## src/design/olid_pkg.sv

```systemverilog
// ============================================================================
// olid_pkg
// Types, codes and constants shared by the ordered list insert/delete core.
// ============================================================================
package olid_pkg;

  localparam int DEF_CAPACITY = 64;
  localparam int VAL_W        = 32;
  localparam int CNT_W        = 7;
  localparam int IN_TDATA_W   = 40;
  localparam int OUT_TDATA_W  = 24;
  localparam int CFG_IDX_W    = 1;

  localparam logic FUNC_INSERT = 1'b0;
  localparam logic FUNC_DELETE = 1'b1;

  localparam logic [CFG_IDX_W-1:0] REG_KEEP_SORTED   = 1'b0;
  localparam logic [CFG_IDX_W-1:0] REG_ALLOW_REPEATS = 1'b1;

  typedef enum logic [1:0] {
    ST_DONE      = 2'd0,
    ST_DUP       = 2'd1,
    ST_NOT_FOUND = 2'd2,
    ST_FULL      = 2'd3
  } olid_status_e;

  typedef enum logic [1:0] {
    S_IDLE,
    S_SCAN,
    S_DONE
  } olid_state_e;

  typedef struct packed {
    logic start;
    logic scan;
    logic load_out;
  } olid_cmd_t;

  typedef struct packed {
    logic finish;
  } olid_sts_t;

endpackage

```

## src/design/olid_ctrl.sv

```systemverilog
// ============================================================================
// olid_ctrl
// Operation sequencer: accepts one item, runs the list pass, hands the result
// to the output register.
// ============================================================================
module olid_ctrl (
  input  logic                clk_i,
  input  logic                rst_ni,
  input  logic                in_tvalid_i,
  output logic                in_tready_o,
  output logic                out_tvalid_o,
  input  logic                out_tready_i,
  output olid_pkg::olid_cmd_t cmd_o,
  input  olid_pkg::olid_sts_t sts_i
);
  import olid_pkg::*;

  olid_state_e state_q, state_d;
  logic        out_valid_q, out_valid_d;
  logic        slot_free;

  assign slot_free = !out_valid_q || out_tready_i;

  always_comb begin
    state_d = state_q;
    case (state_q)
      S_IDLE: begin
        if (in_tvalid_i) begin
          state_d = S_SCAN;
        end
      end
      S_SCAN: begin
        if (sts_i.finish) begin
          state_d = S_DONE;
        end
      end
      S_DONE: begin
        if (slot_free) begin
          state_d = S_IDLE;
        end
      end
      default: begin
        state_d = S_IDLE;
      end
    endcase
  end

  always_comb begin
    cmd_o       = '0;
    in_tready_o = 1'b0;
    case (state_q)
      S_IDLE: begin
        in_tready_o = 1'b1;
        cmd_o.start = in_tvalid_i;
      end
      S_SCAN: begin
        cmd_o.scan = 1'b1;
      end
      S_DONE: begin
        cmd_o.load_out = slot_free;
      end
      default: begin
        cmd_o = '0;
      end
    endcase
  end

  always_comb begin
    out_valid_d = out_valid_q;
    if (cmd_o.load_out) begin
      out_valid_d = 1'b1;
    end else if (out_tready_i) begin
      out_valid_d = 1'b0;
    end
  end

  assign out_tvalid_o = out_valid_q;

  always_ff @(posedge clk_i or negedge rst_ni) begin
    if (!rst_ni) begin
      state_q     <= S_IDLE;
      out_valid_q <= 1'b0;
    end else begin
      state_q     <= state_d;
      out_valid_q <= out_valid_d;
    end
  end

endmodule

```

## src/design/olid_dp.sv

```systemverilog
// ============================================================================
// olid_dp
// List datapath: entry memory, fill count, search, shift and compaction pass.
// ============================================================================
module olid_dp #(
  parameter int CAPACITY = olid_pkg::DEF_CAPACITY
) (
  input  logic                             clk_i,
  input  logic                             rst_ni,
  input  olid_pkg::olid_cmd_t              cmd_i,
  output olid_pkg::olid_sts_t              sts_o,
  input  logic                             keep_sorted_i,
  input  logic                             allow_repeats_i,
  input  logic                             func_i,
  input  logic signed [olid_pkg::VAL_W-1:0] value_i,
  output olid_pkg::olid_status_e           status_o,
  output logic [olid_pkg::CNT_W-1:0]       removed_count_o,
  output logic [olid_pkg::CNT_W-1:0]       entry_count_o,
  output logic                             is_empty_o
);
  import olid_pkg::*;

  localparam int AW = (CAPACITY > 1) ? $clog2(CAPACITY) : 1;
  localparam int CW = $clog2(CAPACITY + 1);

  logic [VAL_W-1:0] mem [CAPACITY];
  logic [VAL_W-1:0] rdata_q;

  logic [CW-1:0]    fill_q, fill_d;
  logic [CW-1:0]    rd_idx_q, rd_idx_d;
  logic [CW-1:0]    lim_q, lim_d;
  logic [CW-1:0]    removed_q, removed_d;
  logic [AW-1:0]    pidx_q, pidx_d;
  logic             pv_q, pv_d;
  logic             found_q, found_d;
  logic             run_q, run_d;
  logic             func_q, func_d;
  logic [VAL_W-1:0] val_q, val_d;
  logic [VAL_W-1:0] carry_q, carry_d;
  olid_status_e     res_q, res_d;

  olid_status_e     status_q;
  logic [CNT_W-1:0] removed_out_q;
  logic [CNT_W-1:0] count_out_q;
  logic             empty_q;

  logic             we;
  logic [AW-1:0]    waddr;
  logic [VAL_W-1:0] wdata;
  logic [AW-1:0]    raddr;
  logic [CW-1:0]    keep_addr;
  logic             full, ge, eq, finish;

  assign raddr     = rd_idx_q[AW-1:0];
  assign keep_addr = CW'(pidx_q) - removed_q;
  assign full      = (fill_q == CW'(CAPACITY));
  assign ge        = $signed(rdata_q) >= $signed(val_q);
  assign eq        = (rdata_q == val_q);

  always_comb begin
    fill_d    = fill_q;
    rd_idx_d  = rd_idx_q;
    lim_d     = lim_q;
    removed_d = removed_q;
    pidx_d    = pidx_q;
    pv_d      = pv_q;
    found_d   = found_q;
    run_d     = run_q;
    func_d    = func_q;
    val_d     = val_q;
    carry_d   = carry_q;
    res_d     = res_q;
    we        = 1'b0;
    waddr     = pidx_q;
    wdata     = carry_q;
    finish    = 1'b0;

    if (cmd_i.start) begin
      rd_idx_d  = '0;
      pv_d      = 1'b0;
      found_d   = 1'b0;
      run_d     = 1'b0;
      removed_d = '0;
      func_d    = func_i;
      val_d     = value_i;
      if (func_i == FUNC_INSERT && !keep_sorted_i && allow_repeats_i) begin
        lim_d = '0;
      end else begin
        lim_d = fill_q;
      end
    end else if (cmd_i.scan) begin
      if (rd_idx_q < lim_q) begin
        pv_d     = 1'b1;
        pidx_d   = rd_idx_q[AW-1:0];
        rd_idx_d = rd_idx_q + 1'b1;
      end else begin
        pv_d = 1'b0;
      end

      if (pv_q) begin
        if (func_q == FUNC_INSERT) begin
          if (!found_q) begin
            if (keep_sorted_i ? ge : (eq && !allow_repeats_i)) begin
              if (eq && !allow_repeats_i) begin
                finish = 1'b1;
                res_d  = ST_DUP;
              end else if (full) begin
                finish = 1'b1;
                res_d  = ST_FULL;
              end else begin
                we      = 1'b1;
                wdata   = val_q;
                found_d = 1'b1;
                carry_d = rdata_q;
              end
            end
          end else begin
            we      = 1'b1;
            wdata   = carry_q;
            carry_d = rdata_q;
          end
        end else begin
          if (!found_q) begin
            if (keep_sorted_i ? ge : eq) begin
              if (eq) begin
                found_d   = 1'b1;
                removed_d = CW'(1);
                run_d     = 1'b1;
              end else begin
                finish = 1'b1;
                res_d  = ST_NOT_FOUND;
              end
            end
          end else if (allow_repeats_i && eq && (run_q || !keep_sorted_i)) begin
            removed_d = removed_q + 1'b1;
          end else begin
            we    = 1'b1;
            waddr = keep_addr[AW-1:0];
            wdata = rdata_q;
            run_d = 1'b0;
          end
        end
      end else if (rd_idx_q >= lim_q) begin
        finish = 1'b1;
        if (func_q == FUNC_INSERT) begin
          if (!found_q && full) begin
            res_d = ST_FULL;
          end else begin
            we     = 1'b1;
            waddr  = fill_q[AW-1:0];
            wdata  = found_q ? carry_q : val_q;
            fill_d = fill_q + 1'b1;
            res_d  = ST_DONE;
          end
        end else begin
          if (!found_q) begin
            res_d = ST_NOT_FOUND;
          end else begin
            fill_d = fill_q - removed_q;
            res_d  = ST_DONE;
          end
        end
      end

      if (finish) begin
        pv_d = 1'b0;
      end
    end
  end

  assign sts_o.finish = finish;

  always_ff @(posedge clk_i) begin
    if (we) begin
      mem[waddr] <= wdata;
    end
    rdata_q <= mem[raddr];
  end

  always_ff @(posedge clk_i or negedge rst_ni) begin
    if (!rst_ni) begin
      fill_q  <= '0;
      pv_q    <= 1'b0;
      found_q <= 1'b0;
      run_q   <= 1'b0;
    end else begin
      fill_q  <= fill_d;
      pv_q    <= pv_d;
      found_q <= found_d;
      run_q   <= run_d;
    end
  end

  always_ff @(posedge clk_i) begin
    rd_idx_q  <= rd_idx_d;
    lim_q     <= lim_d;
    removed_q <= removed_d;
    pidx_q    <= pidx_d;
    func_q    <= func_d;
    val_q     <= val_d;
    carry_q   <= carry_d;
    res_q     <= res_d;
    if (cmd_i.load_out) begin
      status_q      <= res_q;
      removed_out_q <= CNT_W'(removed_q);
      count_out_q   <= CNT_W'(fill_q);
      empty_q       <= (fill_q == '0);
    end
  end

  assign status_o        = status_q;
  assign removed_count_o = removed_out_q;
  assign entry_count_o   = count_out_q;
  assign is_empty_o      = empty_q;

endmodule

```

## src/design/ordered_list_insert_delete_core.sv

```systemverilog
// ============================================================================
// ordered_list_insert_delete_core
// Bounded list of signed 32-bit values with sorted or arrival ordering and a
// duplicate policy, driven by insert and delete commands.
// ============================================================================
// One command is worked at a time. After the input transfer the core walks
// the stored entries once through an entry memory with one read and one write
// port, one entry per cycle, searching and shifting or compacting in the same
// pass; a reject, a miss in sorted order or an append in arrival order with
// repeats ends early. The finished result sits in an output register, and the
// next command is taken while it waits for its transfer.
module ordered_list_insert_delete_core #(
  parameter int CAPACITY = olid_pkg::DEF_CAPACITY
) (
  input  logic                                  clk_i,
  input  logic                                  rst_ni,
  input  logic                                  s_axis_tvalid,
  output logic                                  s_axis_tready,
  // Fields from bit 0: func (1), value (32), zero fill.
  input  logic [olid_pkg::IN_TDATA_W-1:0]       s_axis_tdata,
  output logic                                  m_axis_tvalid,
  input  logic                                  m_axis_tready,
  // Fields from bit 0: status (2), removed_count (7), entry_count (7),
  // is_empty (1), zero fill.
  output logic [olid_pkg::OUT_TDATA_W-1:0]      m_axis_tdata,
  input  logic                                  cfg_we_i,
  input  logic [olid_pkg::CFG_IDX_W-1:0]        cfg_idx_i,
  input  logic                                  cfg_wdata_i
);
  import olid_pkg::*;

  logic             keep_sorted_q, keep_sorted_d;
  logic             allow_repeats_q, allow_repeats_d;
  olid_cmd_t        cmd;
  olid_sts_t        sts;
  olid_status_e     status;
  logic [CNT_W-1:0] removed_count;
  logic [CNT_W-1:0] entry_count;
  logic             is_empty;

  always_comb begin
    keep_sorted_d   = keep_sorted_q;
    allow_repeats_d = allow_repeats_q;
    if (cfg_we_i) begin
      case (cfg_idx_i)
        REG_KEEP_SORTED:   keep_sorted_d   = cfg_wdata_i;
        REG_ALLOW_REPEATS: allow_repeats_d = cfg_wdata_i;
        default: begin
          keep_sorted_d = keep_sorted_q;
        end
      endcase
    end
  end

  always_ff @(posedge clk_i or negedge rst_ni) begin
    if (!rst_ni) begin
      keep_sorted_q   <= 1'b0;
      allow_repeats_q <= 1'b1;
    end else begin
      keep_sorted_q   <= keep_sorted_d;
      allow_repeats_q <= allow_repeats_d;
    end
  end

  olid_ctrl u_ctrl (
    .clk_i        (clk_i),
    .rst_ni       (rst_ni),
    .in_tvalid_i  (s_axis_tvalid),
    .in_tready_o  (s_axis_tready),
    .out_tvalid_o (m_axis_tvalid),
    .out_tready_i (m_axis_tready),
    .cmd_o        (cmd),
    .sts_i        (sts)
  );

  olid_dp #(
    .CAPACITY (CAPACITY)
  ) u_dp (
    .clk_i           (clk_i),
    .rst_ni          (rst_ni),
    .cmd_i           (cmd),
    .sts_o           (sts),
    .keep_sorted_i   (keep_sorted_q),
    .allow_repeats_i (allow_repeats_q),
    .func_i          (s_axis_tdata[0]),
    .value_i         (s_axis_tdata[VAL_W:1]),
    .status_o        (status),
    .removed_count_o (removed_count),
    .entry_count_o   (entry_count),
    .is_empty_o      (is_empty)
  );

  assign m_axis_tdata = {(OUT_TDATA_W - 17)'(0), is_empty, entry_count, removed_count,
                         status};

  a_one_at_a_time: assert property (@(posedge clk_i) disable iff (!rst_ni)
    s_axis_tvalid && s_axis_tready |=> !s_axis_tready)
    else $error("input taken while a command is in progress");

  a_removed_only_when_done: assert property (@(posedge clk_i) disable iff (!rst_ni)
    m_axis_tvalid && (m_axis_tdata[1:0] != ST_DONE) |-> (m_axis_tdata[8:2] == '0))
    else $error("nonzero removed count on a command that was not done");

  a_empty_matches_count: assert property (@(posedge clk_i) disable iff (!rst_ni)
    m_axis_tvalid && (CAPACITY < 128) |-> (m_axis_tdata[16] == (m_axis_tdata[15:9] == '0)))
    else $error("empty flag disagrees with the entry count");

endmodule
```

## config.mk

```make
export PLATFORM = sky130hd
export DESIGN_NAME = ordered_list_insert_delete_core
export DESIGN_NICKNAME = d
export VERILOG_FILES = /design/src/design/olid_pkg.sv /design/src/design/olid_ctrl.sv /design/src/design/olid_dp.sv /design/src/design/ordered_list_insert_delete_core.sv
export SDC_FILE = /design/constraint.sdc
export NUM_CORES = 2
export LEC_CHECK = 0
export BUFFER_PORTS_ARGS = -buffer_cell sky130_fd_sc_hd__buf_2
export CORE_UTILIZATION = 52
export CTS_CLUSTER_DIAMETER = 120
export CTS_CLUSTER_SIZE = 20
export DETAILED_ROUTE_END_ITERATION = 7
export PLACE_DENSITY = 0.68
export SLEW_MARGIN = 20
export SYNTH_ARGS = -nofsm -noshare
export SYNTH_HDL_FRONTEND = slang
export SYNTH_SLANG_ARGS = --single-unit
export TNS_END_PERCENT = 100
```

## constraint.sdc

```tcl
create_clock -name clk_i -period 7.7 [get_ports clk_i]
set_input_delay 1.155 -clock clk_i [delete_from_list [all_inputs] [get_ports clk_i]]
set_output_delay 1.155 -clock clk_i [all_outputs]
set_load 0.03 [all_outputs]
```

Yosys cells after proc, flatten, opt, wreduce, memory -nomap -nowiden
Memory sizes are Yosys's and may differ from the RTL's. A register that Yosys moved wholly into a read port is not among the register bits.
Index checks and enable logic that the tools add are counted.
{ "word_totals": {"ff_bits": 126, "ram_bits": 2048, "in_bits": 47, "out_inout_bits": 26, "word_cells": 194, "memories": 1} }
{ "memory_table": {"columns": ["name", "depth", "word_bits", "rd", "rd_ports_with_merged_regs", "write_ports", "line_no", "rtl"], "rows": [
  ["u_dp.mem", 64, 32, 1, 1, 1, "olid_dp.sv:26", "logic [VAL_W-1:0] mem [CAPACITY];"]
]} }
{ "classes": {"n_addsub": 5, "order_cmp": 3, "n_eq_ne": 18, "n_mux": 107, "bitwise_logic": 5, "n_reduce_logical": 35} }
{ "op_table": {"columns": ["cell", "n"], "rows": [
  ["$mux W32", 18],
  ["$mux W1", 56],
  ["$mux W6", 9],
  ["$mux W7", 7],
  ["$eq A32 B32 Y1", 1],
  ["$ge A32 B32 Y1", 1],
  ["$mux W2", 16],
  ["$add A7 B1 Y7 const B", 3],
  ["$reduce_and A6 Y1", 3],
  ["$reduce_bool A2 Y1", 8],
  ["$ne A3 B3 Y1 const B", 4],
  ["$ne A2 B1 Y1 const B", 5],
  ["$ne A2 B2 Y1 const B", 4],
  ["$reduce_and A2 Y1", 4],
  ["$reduce_and A8 Y1", 1],
  ["$eq A7 B7 Y1 const B", 1],
  ["$ge A7 B7 Y1", 1],
  ["$logic_not A7 Y1", 1],
  ["$lt A7 B7 Y1", 1],
  ["$reduce_and A7 Y1", 1],
  ["$sub A7 B7 Y7", 1],
  ["$logic_and A1 B1 Y1", 6],
  ["$pmux W2 S3", 1],
  ["$reduce_and A3 Y1", 2],
  ["9 further kinds", 18]
]} }

Depth between registers and ports, before layout
{ "logic_depth": {"word_depth": 13, "ltp_mapped": 14, "ltp_nobuf": 11} }

By module
A second synthesis with hierarchy kept.
{ "hier_totals": {"hier_cells": 3839, "area_unflattened_um2": 86613.1} }
{ "modules_own_cells": {"columns": ["module", "n_inst", "cells_each", "area_each_um2", "seq_area_each_um2"], "rows": [
  ["olid_dp", 1, 3807, 86294.0, 65582.9],
  ["olid_ctrl", 1, 17, 167.7, 75.1],
  ["ordered_list_insert_delete_core", 1, 15, 151.4, 51.3]
]} }

Least setup slack after synthesis
No wires, ideal clock.
{ "synth_timing": {"kind": "register to register", "start": "register u_dp.rd_idx_q[0]", "end": "memory u_dp.mem[44][0], enable pin", "setup_time_ns": 0.501, "t_arrival_ns": 5.941, "required_ns": 7.199, "slack_ns": 1.258, "stages_incl_launch_ff": 14, "n_path_buf": 5, "period_less_slack_ns": 6.442, "cell_sequence": "dfxtp_1 buf_2 buf_4 buf_2 inv_1 ha_1 nand3_1 or2_1 clkbuf_1 a211oi_2 o311a_2 o211ai_2 buf_4 nor4_1"} }
{ "synth_via": {"elab_chain_len": 7, "elab_cells_between_ends": 11, "classes_between": "order compare (1); mux (10)"} }
{ "synth_rtl": {"columns": ["item", "line_no", "rtl"], "rows": [
  ["start, declared", "olid_dp.sv:30", "logic [CW-1:0] rd_idx_q, rd_idx_d;"],
  ["start signal, assigned", "olid_dp.sv:195", "rd_idx_q <= rd_idx_d;"],
  ["$ge A7 B7 Y1 *", "olid_dp.sv:143", "end else if (rd_idx_q >= lim_q) begin"],
  ["$mux W1", "olid_dp.sv:143", null],
  ["$mux W1", "olid_dp.sv:100", "if (pv_q) begin"],
  ["$mux W1", "olid_dp.sv:91", "end else if (cmd_i.scan) begin"],
  ["$mux W1", "olid_dp.sv:78", "if (cmd_i.start) begin"],
  ["$mux W1", "olid_dp.sv:174", "if (we) begin"],
  ["$mux W1 (implied by the code)", "olid_dp.sv:175", "mem[waddr] <= wdata;"],
  ["end, declared", "olid_dp.sv:26", null]
]} }
Mark *: on every way between the ends. The rest lies on a longest branch, timed or not.

Worst setup path in the final report
{ "layout_timing": {"start": "register u_dp.rd_idx_q[0]", "end": "memory u_dp.mem[15][10], enable pin"} }
Same word-level chain as after synthesis.

==> qor.txt <==
TritonCTS Buffers: 120
Clock Skews: 0.0310 ns
Register area: 65700 µm²
R2r endpoint: u_dp.mem[15][10]
Peak VDD IR: 0.340 mV
CP Max Fanout: 41
CTS max path bufs: 3
Ys Warns: 0
Drt pass-1 iters: 5
RSZ-0062 raised after global routing: false
Number of port buffers: 58
Clock slew seen by the registers of the worst setup and hold paths: 0.10 ns
Vias in the first global route: 40000
Die Y: 412 µm
Via count: 40300
CTS tree: built
Ranking of synthesized cells by area: edfxtp_1 (74%), mux4_2 (17%), dfxtp_1 (1.1%), ha_1 (0.74%), nor4_2 (0.59%)
Final Cycle Share: 66.0%
WL/cell: 31.5 µm
Vias per cell: 6.50
Avg Inst Size Synth: 22.8 µm²
Post-synthesis sequential area ratio: 75.2%
Worst flop-to-flop path startpoint: u_dp.rd_idx_q[0]
Synth top cells by count: edfxtp_1 (2145), mux4_2 (672), clkbuf_1 (132), inv_1 (57), a21oi_1 (55)
Number of flops mapped to enable cells by yosys: 2145
PwrDens: 352 nW/µm²
Post-route insts no fill: 6190
H-Tree Depth: 3
MaxCap Viol Count: 0
Fillers: 12000
Total track usage: 23.0%
Worst R2R Setup Slack: 2.62 ns
Fin. Hold Viols: 0
Drc violations: 0
Initial core utilization: 52.3%
Status: finished with violations
Die W: 412 µm
LEAKAGE: 28.7 nW
Share of cells above drive strength 1: 29.1%
Worst-Skew Late Latency: 0.77 ns
Crit path time final: 5.08 ns
Multi-input gate area: 21000 µm²
Reg2Reg Depth: 11
Core Util, Final: 56.6%
Cell row count: 150
Count of different cell masters after synthesis: 89
Critical Path End Type: flop
Hold WC Path Type: input port to asynchronous set/reset pin
First-pass GRT wire length: 282 mm
Setup violators final: 0
Count leader, synth: edfxtp_1
Core area: 167000 µm²
Gate Count Post-Synth: 3825
Initial antenna violation count: 9
Post-synthesis cell area: 87300 µm²
Max frequency: 197 MHz
Post-Route WL: 195 mm
DP Wirelength: 108 mm
I/O Pins: 73
Synth top area share: 73.7%
Clk sink count: 2206
Die area: 170000 µm²
Initial DRC count: 4801
Setup TNS Final: 0 ns
Ys async rst share: 0.680%
Root Buffer Master: clkbuf_16
Placed cells: 6011
Worst setup SP type: flop
Worst Path Required: 8.08 ns
Slew HR: 22.5%
Dominant synthesized flop cell: edfxtp_1
Largest area contributor in the netlist: edfxtp_1
P&R area growth vs syn: 8.27%
Post-CTS Setup Bufs: 0
Max-slew violations: 0
WS Path Type: flop to flop
Worst Max-Slew Pin Slew: 1.16 ns
Count of state elements after synthesis: 2206
Cts hold-fix bufs: 0
Largest net degree at the start of global routing: 129
CP arrival: 5.46 ns
Fin nets: 4034
ANT nets after route: 1
Power Total: 0.0333 W
Gp weighted congestion: 0.887
Remaining Overflow, GRT: 0
Post_cts resized: 0
Failing checks: antenna violations
## worst max path at each step
stage	start	slack, ns	cells past startpoint	to
final	u_dp.rd_idx_q[0]	2.62	11	u_dp.mem[15][10]
after global routing	u_dp.rd_idx_q[0]	2.38	10	u_dp.mem[21][21]
after CTS	u_dp.rd_idx_q[0]	2.50	11	u_dp.mem[19][3]
after detailed placement	u_dp.rd_idx_q[0]	2.54	11	u_dp.mem[19][8]
after global placement	u_dp.rd_idx_q[4]	2.58	10	u_dp.mem[55][3]
after floorplan	u_dp.rd_idx_q[0]	1.26	13	u_dp.mem[44][0]
## state kept, by name, summed over array words and instances, names as in the netlist, 2 cells and up
register	cells
u_ctrl.state_q	2
u_dp.carry_q	32
u_dp.entry_count_o	7
u_dp.fill_q	7
u_dp.lim_q	7
u_dp.mem	2048
u_dp.pidx_q	6
u_dp.rd_idx_q	7
u_dp.rdata_q	32
u_dp.removed_count_o	7
u_dp.removed_q	7
u_dp.res_q	2
u_dp.status_o	2
u_dp.val_q	32
## layout make-up
| type | count | share of cell area [%] |
|---|---|---|
| timing repair buffer | 216 | 1.68 |
| multi-input combinational | 1330 | 22.2 |
| sequential | 2206 | 69.5 |
| antenna | 6 | 0.0159 |
| inverter | 59 | 0.234 |
| clock inverter | 7 | 0.107 |
| tap | 2204 | 2.92 |
| clock buffer | 162 | 3.36 |
## metrics by stage
| step | hold slack, ns | setup slack, ns | cell area, µm² |
|---|---|---|---|
| after global routing | 0.307 | 2.38 | 94500 |
| after floorplan | 0.400 | 1.26 | 87400 |
| after CTS | 0.264 | 2.50 | 94500 |
| final | 0.300 | 2.62 | 94600 |
| after detailed placement | 0.422 | 2.54 | 91200 |
| after global placement | 0.410 | 2.58 | 91200 |
## cell usage in the layout, fill, tap and decap left out, types with 15 or more instances in the layout
cell type,instances
a21oi_1,55
nand3_1,15
mux2_2,17
nor2_1,39
nor3_1,29
dfxtp_1,40
inv_1,56
mux4_2,672
nand4_1,29
nor4_2,25
buf_4,148
o211ai_1,44
nor4_4,42
clkbuf_16,121
edfxtp_1,2145
ha_1,52
nand2_1,38
o22a_1,19
clkbuf_1,41
o21ai_0,29
buf_2,58
mux2i_1,40
## power breakdown
part | internal, W | total (W) | switching, W
logic | 0.00381 | 0.0104 | 0.00660
clock network | 0.00288 | 0.00651 | 0.00363
registers | 0.0159 | 0.0164 | 0.000460
total | 0.0226 | 0.0333 | 0.0107
## worst max-delay path, cell delays in order (launching register included)
cell and delay (ns):
dfxtp_4 0.91, inv_1 0.10, ha_1 0.31, nand3_1 0.09
nor2_1 0.68, nor2_1 0.08, a21oi_1 0.20, o2111ai_1 0.27
or2_1 0.31, buf_4 0.27, nor4_4 0.79, buf_4 0.64
## kinds of logic after synthesis
| kind of cell | share of synthesized area (%) |
|---|---|
| adders and majority gates | 0.791 |
| and+or+nand+nor | 1.99 |
| DFF | 75.2 |
| muxes | 18.0 |
| other | 0.00429 |
| buffers and inverters | 1.54 |
| AOI/OAI and AO/OA | 2.26 |
| xor gates and xnor gates | 0.170 |
## metal layers
layer  part of all wire, %  GRT usage, %
met2                    49          37.3
met5                 0.026             0
met4                   1.6          4.69
met3                   7.4          3.51
met1                    42          33.7
Note: power is estimated with default switching activity, not from simulation.
